$ cat src/design/stbs_pkg.sv
package stbs_pkg;

   // field widths
   localparam int SYM_W   = 8;
   localparam int CONF_W  = 8;
   localparam int SOFT_W  = 8;
   localparam int BPS_W   = 4;
   localparam int QMAX_W  = 8;

   // soft bit mapping
   localparam int MAX_BITS   = 8;
   localparam int IDX_W      = $clog2(MAX_BITS);
   localparam int NUM_W      = 16;
   localparam int DIV_W      = QMAX_W + 1;
   localparam int REM_W      = DIV_W + 1;
   localparam int QUO_W      = 8;
   localparam logic [SOFT_W-1:0] SOFT_CENTER = 8'd128;
   localparam logic [SOFT_W-1:0] SOFT_TOP    = 8'd255;
   localparam logic [SOFT_W-1:0] SOFT_BOTTOM = 8'd0;
   localparam logic [QUO_W-1:0]  ONE_LIMIT   = 8'd127;
   localparam logic [QUO_W-1:0]  ZERO_LIMIT  = 8'd128;

   // configuration port
   localparam int CSR_INDEX_W = 1;
   localparam int CSR_DATA_W  = 8;

   typedef enum logic [CSR_INDEX_W-1:0] {
      CSR_BITS_PER_SYMBOL = 1'b0,
      CSR_QUANT_MAX       = 1'b1
   } csr_index_type;

   localparam logic [BPS_W-1:0]  BPS_RESET  = 4'd2;
   localparam logic [QMAX_W-1:0] QMAX_RESET = 8'd7;

   localparam int QUEUE_DEPTH_DEFAULT = 2;

   typedef struct packed {
      logic [BPS_W-1:0]  bits_per_symbol;
      logic [QMAX_W-1:0] quant_max;
   } stbs_cfg_type;

   // one classified and scaled symbol waiting for serialization
   typedef struct packed {
      logic [SYM_W-1:0]  symbol;
      logic [SOFT_W-1:0] one_val;
      logic [SOFT_W-1:0] zero_val;
      logic [BPS_W-1:0]  nbits;
   } stbs_entry_type;

endpackage

$ cat src/design/stbs_fifo.sv
module stbs_fifo import stbs_pkg::*; #(
   parameter int DEPTH = QUEUE_DEPTH_DEFAULT
) (
   input  logic           clock,
   input  logic           reset,
   input  logic           push_valid,
   output logic           push_ready,
   input  stbs_entry_type push_data,
   output logic           pop_valid,
   input  logic           pop_ready,
   output stbs_entry_type pop_data
);

   localparam int PTR_W = (DEPTH > 1) ? $clog2(DEPTH) : 1;
   localparam int CNT_W = $clog2(DEPTH + 1);

   stbs_entry_type   mem_ff [DEPTH];
   logic [PTR_W-1:0] wr_ptr_ff, wr_ptr_in, rd_ptr_ff, rd_ptr_in;
   logic [CNT_W-1:0] count_ff, count_in;
   logic             do_push, do_pop;

   assign push_ready = (count_ff != CNT_W'(DEPTH));
   assign pop_valid  = (count_ff != '0);
   assign pop_data   = mem_ff[rd_ptr_ff];
   assign do_push    = push_valid && push_ready;
   assign do_pop     = pop_valid && pop_ready;

   always_comb begin
      wr_ptr_in = wr_ptr_ff;
      rd_ptr_in = rd_ptr_ff;
      count_in  = count_ff;
      if (do_push) begin
         wr_ptr_in = (wr_ptr_ff == PTR_W'(DEPTH - 1)) ? '0 : wr_ptr_ff + 1'b1;
      end
      if (do_pop) begin
         rd_ptr_in = (rd_ptr_ff == PTR_W'(DEPTH - 1)) ? '0 : rd_ptr_ff + 1'b1;
      end
      if (do_push && !do_pop) begin
         count_in = count_ff + 1'b1;
      end else if (do_pop && !do_push) begin
         count_in = count_ff - 1'b1;
      end
   end

   always_ff @(posedge clock) begin
      if (reset) begin
         wr_ptr_ff <= '0;
         rd_ptr_ff <= '0;
         count_ff  <= '0;
      end else begin
         wr_ptr_ff <= wr_ptr_in;
         rd_ptr_ff <= rd_ptr_in;
         count_ff  <= count_in;
      end
      if (do_push) begin
         mem_ff[wr_ptr_ff] <= push_data;
      end
   end

endmodule

$ cat config.mk
export PLATFORM = sky130hd
export DESIGN_NAME = stbs_fifo
export DESIGN_NICKNAME = d
export VERILOG_FILES = /design/src/design/stbs_pkg.sv /design/src/design/stbs_fifo.sv
export SDC_FILE = /design/constraint.sdc
export NUM_CORES = 1
export LEC_CHECK = 0
export ABC_AREA = 1
export BUFFER_PORTS_ARGS = -buffer_cell sky130_fd_sc_hd__buf_2
export CORE_ASPECT_RATIO = 0.9
export CORE_MARGIN = 2
export CORE_UTILIZATION = 53
export CTS_BUF_LIST = sky130_fd_sc_hd__clkbuf_16
export CTS_CLUSTER_DIAMETER = 80
export DETAILED_ROUTE_END_ITERATION = 12
export HOLD_SLACK_MARGIN = 0.06
export PLACE_DENSITY = 0.8
export SLEW_MARGIN = 20
export SYNTH_ARGS = -nofsm -noshare
export SYNTH_HDL_FRONTEND = slang
export SYNTH_SLANG_ARGS = --single-unit
$ cat constraint.sdc
create_clock -name clock -period 6.7 [get_ports clock]
set_input_delay 1.34 -clock clock [delete_from_list [all_inputs] [get_ports clock]]
set_output_delay 1.34 -clock clock [all_outputs]
set_load 0.02 [all_outputs]
## Word level (Yosys, flattened, before mapping)

Memory sizes are Yosys's and may differ from the RTL's. A register that Yosys moved wholly into a read port is not among the register bits.
Index checks and enable logic that the tools add are counted.

| storage, ports and cells | value |
|---|---|
| flip-flop bits (word level) | 4 |
| bits in writable memories | 56 |
| input bits | 32 |
| output and inout bits | 30 |
| logic and storage cells | 25 |
| memories | 1 |

Memory list:

| name | words | bits a word | read ports | clocked after Yosys merged registers in | write ports | line | text |
|---|---|---|---|---|---|---|---|
| mem_ff | 2 | 28 | 1 | 1 | 1 | stbs_fifo.sv:17 | `stbs_entry_type mem_ff [DEPTH];` |

| cells by class | value |
|---|---|
| $add $sub $neg | 4 |
| equality and inequality tests | 1 |
| mux-type cells | 8 |
| reductions and logical operators | 8 |

Operator list:

| kind | count |
|---|---|
| 1-bit two-way mux | 6 |
| 1-bit logical AND | 4 |
| 2-bit two-way mux | 2 |
| 2-bit nonzero test | 2 |
| 1-bit adder (second input constant) | 2 |
| 2-bit by 1-bit adder with 2-bit output (second input constant) | 1 |
| 1-bit logical NOT | 2 |
| 2-bit inequality test (second input constant) | 1 |
| 2-bit by 1-bit subtractor with 2-bit output (second input constant) | 1 |

## Logic depth before layout (Yosys ltp)

| logic depth | value |
|---|---|
| depth in word-level cells | 6 |
| gate-level depth with buffers | 11 |
| depth with buffers taken out | 11 |

## Worst setup path after synthesis

No wires, ideal clock.

| timing path | value |
|---|---|
| kind | in2reg |
| start point | in push_valid |
| end point | mem mem_ff[0][0] (netlist name) (enable) |
| setup time | 413 ps |
| data arrival time | 2,628 ps |
| data required time | 6,287 ps |
| path slack | 3,659 ps |
| cell stages on the path | 2 |
| buffers on the path | 0 |
| path through | nand2_1 nor2_1 |

| on the way | value |
|---|---|
| longest elaborated chain between the ends | 3 |

RTL lines:

| item | line | text |
|---|---|---|
| start, declared | stbs_fifo.sv:6 | `input logic push_valid,` |
| 1-bit logical AND | stbs_fifo.sv:25 | `assign do_push = push_valid && push_ready;` |
| 1-bit two-way mux | stbs_fifo.sv:55 | `if (do_push) begin` |
| 1-bit two-way mux (not written as such) | stbs_fifo.sv:56 | `mem_ff[wr_ptr_ff] <= push_data;` |
| end, declared | stbs_fifo.sv:17 |  |

No other way between the ends.

==> results by stage <==
STA:
- Counting I/O delays and the setup requirement, the final critical path takes between 3000 and 4000 ps.
- After layout, the worst path uses 46.58% of the clock period.
- Setup repair after global routing left no endpoint under its margin.
- The count of endpoints failing hold in the final timing report came to 0.
- The normalized max-slew margin is about 43%.
- The total of endpoints with negative setup slack in the final report is 0.
- The worst hold slack is between 500 and 600 ps.
- For the final routed database, the setup TNS stands at 0 ps.
- At the pin with the least slew margin, the transition time is ~860 ps.
- Based on the critical path, the design can be clocked at up to around 320 MHz.
- The worst clock skew is approximately 2.9 ps.
- The number of pins with negative max-slew slack in the final report is 0.

Synthesis:
- The count of flip-flops with a built-in enable after synthesis is between 50 and 60.
- The most common cell in the synthesized netlist is edfxtp_1.
- For this run, the number of Yosys warnings is 0.
- Of all cell types, the one taking the most synthesized area is edfxtp_1.
- The post-synthesis instance total is roughly 120.
- Summing every instance area after synthesis gives 2362 um^2.
- Sorting the synthesized cells by how often they occur yields edfxtp_1, mux2_4, nand2_1.
- After synthesis, the cell types taking the most area are edfxtp_1, mux2_4, dfxtp_1, mux2_2, buf_12.
- The top cell type by area accounts for a little under three quarters of the synthesized area.
- Synthesis produced a netlist with a net count of ~160.
- The async set or reset register ratio after synthesis is 0%.
- After synthesis the netlist holds a flip-flop and latch count of 61.
- The post-synthesis sequential area ratio is 75.42%.
- The mean area per synthesized cell is 19.05 um^2.
- The primary flip-flop cell chosen by synthesis mapping is edfxtp_1.
- The synthesized netlist contains 14 unique library cells.

Run status:
- The run finished with clean final reports.

Worst setup path:
- The critical-path maximum fanout is 28.
- The endpoint identified for the worst register-to-register timing path is mem_ff[0][22].
- Across all register-to-register paths, the minimum setup slack is between 4000 and 5000 ps.
- Data on the critical path arrives at its endpoint at 1780 ps.
- Walking the worst path, the cells encountered are mux2_2, buf_2.
- The kind of end point of the critical path is an output port.
- The critical path data required time is approximately 5400 ps.
- The category of the most critical setup path is reg2out.
- The worst register-to-register path has a depth of 5.
- The largest individual stage delay along the critical path comes from the cell dfxtp_2.
- On the critical path the largest part of the delay comes from flip-flops.
- The source of the worst register-to-register timing path is count_ff[0].
- The largest single stage delay on the critical path is 880 ps.
- The startpoint kind of the worst setup timing path is a flip-flop.
- The number of buffer and inverter instances along the worst setup path is 1.

Routing:
- In the routed layout, each cell is associated on average with a via count of 4.790.
- For this run, design rule violations remaining after detail routing come to 0.
- After detailed routing, the total wire length is between 3 and 4 mm.
- The average wire length per cell after detail routing is about 15 um.
- The routed layout has between 1000 and 1500 vias.
- The first detailed-routing pass took 4 iterations.
- The first routing iteration left between 100 and 150 violations.
- The number of routed nets with antenna violations is 0.

Clock network:
- The H-tree was split into 3 levels.
- Counting every sink on the clock net gives between 60 and 70.
- Clock tree synthesis selected as its root buffer the cell clkbuf_16.
- Clock latency on the worst-skew pair, taken at its later pin, is around 320 ps.
- The number of buffers created by CTS is 9.
- The number of buffers added for setup after CTS is 0.
- Counting along the longest clock path gives a buffer depth of 2.
- The hold buffer count at CTS is 0.
- TritonCTS built the clock tree.
- The post-CTS clock slew at the launch and capture registers of the worst setup and hold paths is 50 ps.
- The quantity of gates resized following cts is 0.

Finish:
- The number of antenna diodes is 0.
- In the final layout, the multi-input gates occupy between 500 and 600 um^2.
- Of the cells placed in the final design, the portion with a size suffix greater than 1 is a little over half.
- The layout overhead on the synthesized area is 27.91%.
- The final-layout fill cell count is 331.
- The post-route cell area is 3022 um^2.
- The final-stage net count is around 230.
- The area used by sequential logic in the layout is roughly 1800 um^2.

Global routing:
- The first-pass GRT wire length is between 5 and 6 mm.
- Entering global routing, the biggest net connects 29 pins.
- The number of antenna violations at the first check in global routing is 0.
- The final global-route overflow total is 0.
- The number of global-route vias before repair is about 1300.
- The global-route usage over all layers is about 17%.

Hold path:
- In this run the most critical hold path is launched from rd_ptr_ff.
- Counting instances, the worst hold path has a depth of 2.
- The worst-case hold path end point is rd_ptr_ff.
- The class of the worst hold path is reg2reg.

Floorplanning:
- The core box area is 4374 um^2.
- After floorplanning, the core was divided into 23 placement rows.
- The number of placed I/O pins is 62.
- The die is between 70 and 80 um wide.
- The initial utilization of the core area, before any placement, comes to a little over half.
- The die covers between 5000 and 6000 um^2.
- Measured along the y axis, the die boundary spans ~67 um.

Pwr:
- The power per cell area is approximately 430 nW/um^2.
- The maximum resistive drop on vdd is between 0.3 and 0.4 mV.
- The leakage power of the design is 1.233 nW.

Flow run:
- Across the run, the number of max-cap violations was 0.

Placed design:
- The instance area after placement is between 2000 and 3000 um^2.
- The congestion estimate from routability-driven global placement came to ~0.65.
- The number of buffers inserted by port buffering is 61.
- The wire-length estimate of the detail-placed layout is between 2 and 3 mm.
worst min-delay path, cell delays in order (launching register included):
cell and delay [ps]:
dfxtp_1 320, a21oi_1 60, nor2_1 90
area by class of cell:
| class | instances | share of cell area, % |
|---|---|---|
| Sequential cell | 61 | 59.01 |
| Clock buffer | 9 | 7.453 |
| Clock inverter | 7 | 2.692 |
| Tap cell | 62 | 2.567 |
| Timing Repair Buffer | 63 | 10.60 |
| Multi-Input combinational cell | 52 | 16.69 |
| Inverter | 8 | 0.9938 |
registers in the layout, indices dropped and copies added, names as in the netlist, named ones only:
name       cells
rd_ptr_ff      1
wr_ptr_ff      1
count_ff       2
mem_ff        56
worst max-delay path by stage:
stage                     slack [ps]  cells past startpoint        from            end
after global placement          3930                      2   flip-flop    pop_data[8]
after detailed placement        3870                      4  push_valid  mem_ff[0][26]
final                           3580                      2   flip-flop   pop_data[14]
after global routing            3480                      2   flip-flop    pop_data[8]
after CTS                       3540                      2   flip-flop    pop_data[8]
after floorplan                 3660                      2  push_valid   mem_ff[0][0]
kinds of logic after synthesis:
logic type | Yosys count | synth area share [%]
AO/OA/AOI/OAI | 4 | 0.8475
adder cells (fa/ha/maj) | 1 | 0.5296
flip-flops | 61 | 75.42
multiplexers | 28 | 16.53
AND/OR/NAND/NOR | 19 | 3.231
buffers and inverters | 11 | 3.443
through the flow:
stage	instances	util [%]	setup slack, ps	total power, W
6_report	262	69.08	3579	0.001289
2_1_floorplan	124	-	3659	0.0007520
3_5_place_dp	246	62.07	3866	0.0008323
5_1_grt	262	69.08	3481	0.001337
4_1_cts	262	69.08	3539	0.001299
3_3_place_gp	246	62.07	3926	0.0008126
metal layers:
metal	part of all wire [%]	GRT usage, %
met1	39	17.91
met2	54	29.42
met3	4.4	3.134
met4	2.8	10.71
met5	0	0
cells in the final DEF, fill, tap and decap left out:
cell type / netlist / routed
edfxtp_1: 56 / 56
nand2_1: 9 / 9
dfxtp_2: 0 / 1
buf_4: 0 / 2
o21ai_0: 2 / 2
nor2_1: 7 / 5
mux2_2: 8 / 8
nand4_1: 1 / 1
mux2_4: 20 / 20
inv_1: 8 / 9
clkbuf_16: 0 / 9
bufinv_16: 0 / 2
clkinv_1: 0 / 2
nor2_2: 0 / 2
ha_1: 1 / 1
buf_2: 0 / 61
nand3_1: 2 / 2
a21oi_1: 2 / 2
clkinv_2: 0 / 2
dfxtp_1: 5 / 4
where the power goes:
group	leakage, nW	switching, W	internal, W
Combinational	0.513	0.000168	0.000132
Sequential	0.564	0.0000389	0.000484
Clock	0.155	0.000147	0.000319
(Power assumes the default switching activity.)
